==> config.mk <==
export PLATFORM = sky130hd
export DESIGN_NAME = rdi_isqrt
export DESIGN_NICKNAME = d
export VERILOG_FILES = /design/src/sv/rdi_isqrt.sv
export SDC_FILE = /design/constraint.sdc
export NUM_CORES = 2
export LEC_CHECK = 0
export BUFFER_PORTS_ARGS = -buffer_cell sky130_fd_sc_hd__clkbuf_2
export CAP_MARGIN = 20
export CORE_AREA = 4 4 426 428
export DETAILED_ROUTE_END_ITERATION = 16
export DIE_AREA = 0 0 430 432
export PLACE_DENSITY = 0.83
export SYNTH_ARGS = -nofsm -noshare
export SYNTH_HDL_FRONTEND = slang
export SYNTH_SLANG_ARGS = --single-unit
==> constraint.sdc <==
create_clock -name clk -period 4.5 [get_ports clk]
set_input_delay 0.9 -clock clk [delete_from_list [all_inputs] [get_ports clk]]
set_output_delay 0.9 -clock clk [all_outputs]
set_load 0.03 [all_outputs]
==> src/sv/rdi_isqrt.sv <==
// Pipelined integer square root, one root bit per register stage, with sideband.
`timescale 1ns / 1ps
`default_nettype none

module rdi_isqrt #(
  parameter int RW = 31,  // root width; radicand is twice as wide
  parameter int SW = 1
) (
  input  wire logic            clk,
  input  wire logic            rst,
  input  wire logic            en,
  input  wire logic            in_valid,
  input  wire logic [2*RW-1:0] in_n,
  input  wire logic [SW-1:0]   in_side,
  output logic                 out_valid,
  output logic [RW-1:0]        out_root,
  output logic [SW-1:0]        out_side
);

  logic            vld  [RW];
  logic [RW+1:0]   rem  [RW];
  logic [RW-1:0]   root [RW];
  logic [2*RW-1:0] nrem [RW];
  logic [SW-1:0]   side [RW];

  for (genvar g = 0; g < RW; g++) begin : g_stage
    logic            vld_prev;
    logic [RW+1:0]   rem_prev;
    logic [RW-1:0]   root_prev;
    logic [2*RW-1:0] nrem_prev;
    logic [SW-1:0]   side_prev;
    logic [RW+3:0]   cur;
    logic [RW+3:0]   trial;
    logic [RW+3:0]   diff;
    logic            ge;

    if (g == 0) begin : g_first
      assign vld_prev  = in_valid;
      assign rem_prev  = '0;
      assign root_prev = '0;
      assign nrem_prev = in_n;
      assign side_prev = in_side;
    end else begin : g_rest
      assign vld_prev  = vld[g-1];
      assign rem_prev  = rem[g-1];
      assign root_prev = root[g-1];
      assign nrem_prev = nrem[g-1];
      assign side_prev = side[g-1];
    end

    // Bring down the next bit pair and test 4*root+1
    assign cur   = {rem_prev, nrem_prev[2*RW-1:2*RW-2]};
    assign trial = {2'b00, root_prev, 2'b01};
    assign diff  = cur - trial;
    assign ge    = cur >= trial;

    always_ff @(posedge clk) begin
      if (rst) begin
        vld[g] <= 1'b0;
      end else if (en) begin
        vld[g] <= vld_prev;
      end
    end

    always_ff @(posedge clk) begin
      if (en) begin
        rem[g]  <= ge ? diff[RW+1:0] : cur[RW+1:0];
        root[g] <= {root_prev[RW-2:0], ge};
        nrem[g] <= {nrem_prev[2*RW-3:0], 2'b00};
        side[g] <= side_prev;
      end
    end
  end

  assign out_valid = vld[RW-1];
  assign out_root  = root[RW-1];
  assign out_side  = side[RW-1];

endmodule

`default_nettype wire

==> metrics.md <==
| Metric | Value |
|---|---|
| Outcome | `finished, final reports clean` |
| Root Buffer | `clkbuf_16` |
| Max Cap Violations | `0` |
| Worst hold path class | `input port to register` |
| Worst-path clk slew | `0.06 ns` |
| First-pass GRT wire length | `379.1 mm` |
| Final Instance Count excl. Fillers | `11580` |
| Syn Nets | `9357` |
| Die area | `0.1858 mm^2` |
| Worst-Skew Late Latency | `0.88 ns` |
| Post-CTS sizing | `0` |
| P&R area growth vs syn | `10.43%` |
| CTS Buf Count | `238` |
| Critical path endpoint category | `register` |
| Startpoint type of the worst setup path | `register` |
| Hold Violations, Final | `0` |
| Initial antenna violation count | `3` |
| Largest family of logic cells by synthesized area | `simple AND/OR/NAND/NOR gates` |
| Tot Pwr | `0.06308 W` |
| Cell Chain, Critical Path | `inv_1, ha_1, o21a_1, o21ai_0, a211oi_1, a21oi_1, o21bai_1, a211o_1, nand3_1, nor4_1, xor2_1` |
| Post-synthesis sequential area ratio | `64.45%` |
| TritonCTS clock tree | `built` |
| Post-Synth XOR/XNOR Area | `5.987%` |
| Hold Buf Count CTS | `0` |
| Num ports | `100` |
| Buf/Inv on CP | `1` |
| Compound-cell area share of the yosys netlist | `9.836%` |
| Post-synthesis cell count | `8762` |
| Clk_skew | `0.04173 ns` |
| Largest fanout on the critical path | `28` |
| R2r setup slk | `0.46 ns` |
| Worst slew margin | `23.18%` |
| Multiplexer share of the synthesized area | `0.7217%` |
| Avg Vias per Cell | `5.967` |
| WL per Instance | `20.80 um` |
| Syn Area/Cell | `12.92 um^2` |
| RSZ-0062 raised after global routing | `no` |
| Worst slew pin tran | `1.137 ns` |
| Slew Limit Fails | `0` |
| Num rows | `155` |
| Nets | `9610` |
| Adder-Cell Fraction of Synth Area | `5.835%` |
| Htree depth | `4` |
| Crit-path max cell delay | `0.84 ns` |
| Commonest non-fill, non-tap cells in the layout | `edfxtp_1 (2430), inv_1 (666), nand2_1 (640)` |
| Req. time, crit path | `5.11 ns` |
| Total track usage | `25.85%` |
| Gr ovfl total | `0` |
| Worst Path Class, Setup | `register to register` |
| Vias in the first global route | `68140` |
| #FFs+latches synth | `2430` |
| N_diodes | `0` |
| Die W | `430 um` |
| Predominant post-synthesis flop cell | `edfxtp_1` |
| I/O Buffers | `99` |
| Yosys cell types | `106` |
| Number of synthesized flops with an enable pin | `2430` |
| Router iterations before antenna repair | `6` |
| Synthesized area | `0.1132 mm^2` |
| Setup bufs post-CTS | `0` |
| Fmax | `247.8 MHz` |
| Core area | `0.1778 mm^2` |
| Layout cells sized above 1 | `7.913%` |
| Routed WL | `240.9 mm` |
| Worst Path Arrival | `4.65 ns` |
| CP top delay family | `compound AO/OA/AOI/OAI gates` |
| CTS sink cnt | `2430` |
| VDD IR max | `0.4343 mV` |
| Slowest CP cell | `a211o_1` |
| Commonest non-fill, non-tap cell in the layout | `edfxtp_1` |
| Post-detail-place hpwl | `170.9 mm` |
| Final period utilization | `89.68%` |
| Clock Tree Buf Depth | `3` |
| Pwr dens | `504.6 mW/mm^2` |
| Largest net degree at the start of global routing | `156` |
| Initial Util | `63.66%` |
| Placed insts | `11130` |
| Iteration-0 DRC Markers | `6603` |
| Fin Setup TNS | `0 ns` |
| DRC viols | `0` |
| Final setup violating endpoints | `0` |
| Leakage power | `47.55 nW` |
| Total number of vias | `69090` |
| Synth Area in Simple Gates | `10.28%` |
| Final Critical Period | `4.036 ns` |
| DIE HEIGHT | `432 um` |
| Asr flop ratio synth | `0%` |
| DRT antenna net count | `0` |
| YS warnings | `0` |
| Gp weighted congestion | `0.9508` |
[through the flow]
step	hold WS (ns)	setup slack [ns]	utilization (%)	area [um^2]
floorplan	0.4003	1.143	-	113200
global placement	0.4003	0.5062	65.81	117000
detailed placement	0.4045	0.5284	65.81	117000
CTS	0.1145	0.5004	70.29	125000
global route	0.1320	0.06390	70.30	125000
finish	0.1955	0.4644	70.30	125000
[kinds of logic after synthesis]
logic type      Yosys count
compound gates         1777
xor+xnor                773
fa+ha+maj               528
buf+inv                 852
flops                  2430
mux                      74
other cells               1
simple gates           2327
[report_power, final]
part | switching (W) | leakage [nW] | internal [W]
combinational | 0.00741 | 20.3 | 0.00517
clock | 0.00867 | 3.82 | 0.0113
sequential | 0.00200 | 23.4 | 0.0285
total | 0.0181 | 47.5 | 0.0450
[registers in the layout, indices dropped and copies added, names as in the netlist]
register,flops
vld,31
side,31
root,496
nrem,930
rem,942
[final timing paths]
path	from	to	cells after the start
setup / recovery	root[12][0]$_DFFE_PP_	rem[0][446]$_DFFE_PP_	11
hold / removal	in_n[51]	nrem[0][51]$_DFFE_PP_	1
setup reg to reg	root[12][0]$_DFFE_PP_	rem[0][446]$_DFFE_PP_	11
hold reg to reg	nrem[0][452]$_DFFE_PP_	nrem[0][514]$_DFFE_PP_	0
[final cells by class]
| type | count | area, um^2 |
|---|---|---|
| clock buffers | 278 | 6106 |
| clock inverters | 172 | 1847 |
| fillers | 11740 | 52820 |
| inverters | 668 | 2510 |
| multi-input cells | 5480 | 37060 |
| flip-flops and latches | 2430 | 72970 |
| well taps | 2355 | 2947 |
| repair buffers | 197 | 1582 |
[cell usage after synthesis, types with 16 or more instances]
cell type / number / area share, %
nor3b_1: 18 / 0.12
inv_1: 666 / 2.2
a21o_1: 197 / 1.3
nand4_1: 89 / 0.49
and3_1: 47 / 0.26
nor3_1: 201 / 0.89
nand3b_1: 18 / 0.12
ha_1: 528 / 5.8
o2111ai_1: 17 / 0.13
mux2i_1: 16 / 0.14
xor2_1: 393 / 3.0
or3_1: 99 / 0.55
or2_2: 50 / 0.28
a31oi_1: 51 / 0.28
and4_1: 17 / 0.13
nand2b_1: 117 / 0.65
nor4_1: 110 / 0.61
o211ai_1: 30 / 0.20
a2111oi_0: 19 / 0.15
o21ai_0: 527 / 2.3
nand3_1: 142 / 0.63
a211o_1: 28 / 0.22
a21boi_0: 24 / 0.16
nand2_1: 640 / 2.1
mux2_2: 57 / 0.57
clkbuf_1: 145 / 0.48
buf_2: 20 / 0.088
nor2_1: 501 / 1.7
and2_1: 75 / 0.41
xnor2_1: 379 / 2.9
o21bai_1: 48 / 0.32
a21oi_1: 488 / 2.2
o31ai_1: 58 / 0.38
o21a_1: 95 / 0.63
a211oi_1: 40 / 0.27
or4_1: 61 / 0.40
edfxtp_1: 2430 / 64
nor2b_1: 85 / 0.47
[worst register-to-register path: cells and delay by family, from the launching register on]
family | cells | cell delay [ns]
xor+xnor | 1 | 0.12
flops | 1 | 0.37
compound gates | 6 | 2.18
simple gates | 2 | 0.69
fa+ha+maj | 1 | 0.35
buf+inv | 1 | 0.06
[per-layer routing]
| layer | up-vias | track usage (%) | part of all wire, % |
|---|---|---|---|
| li1 | 32960 | - | - |
| met1 | 33470 | 34.83 | 42 |
| met2 | 2226 | 44.05 | 49 |
| met3 | 438 | 3.509 | 5.4 |
| met4 | 0 | 8.163 | 3.0 |
| met5 | - | 0 | 0 |
No activity file was read; power rests on OpenSTA's default activity.
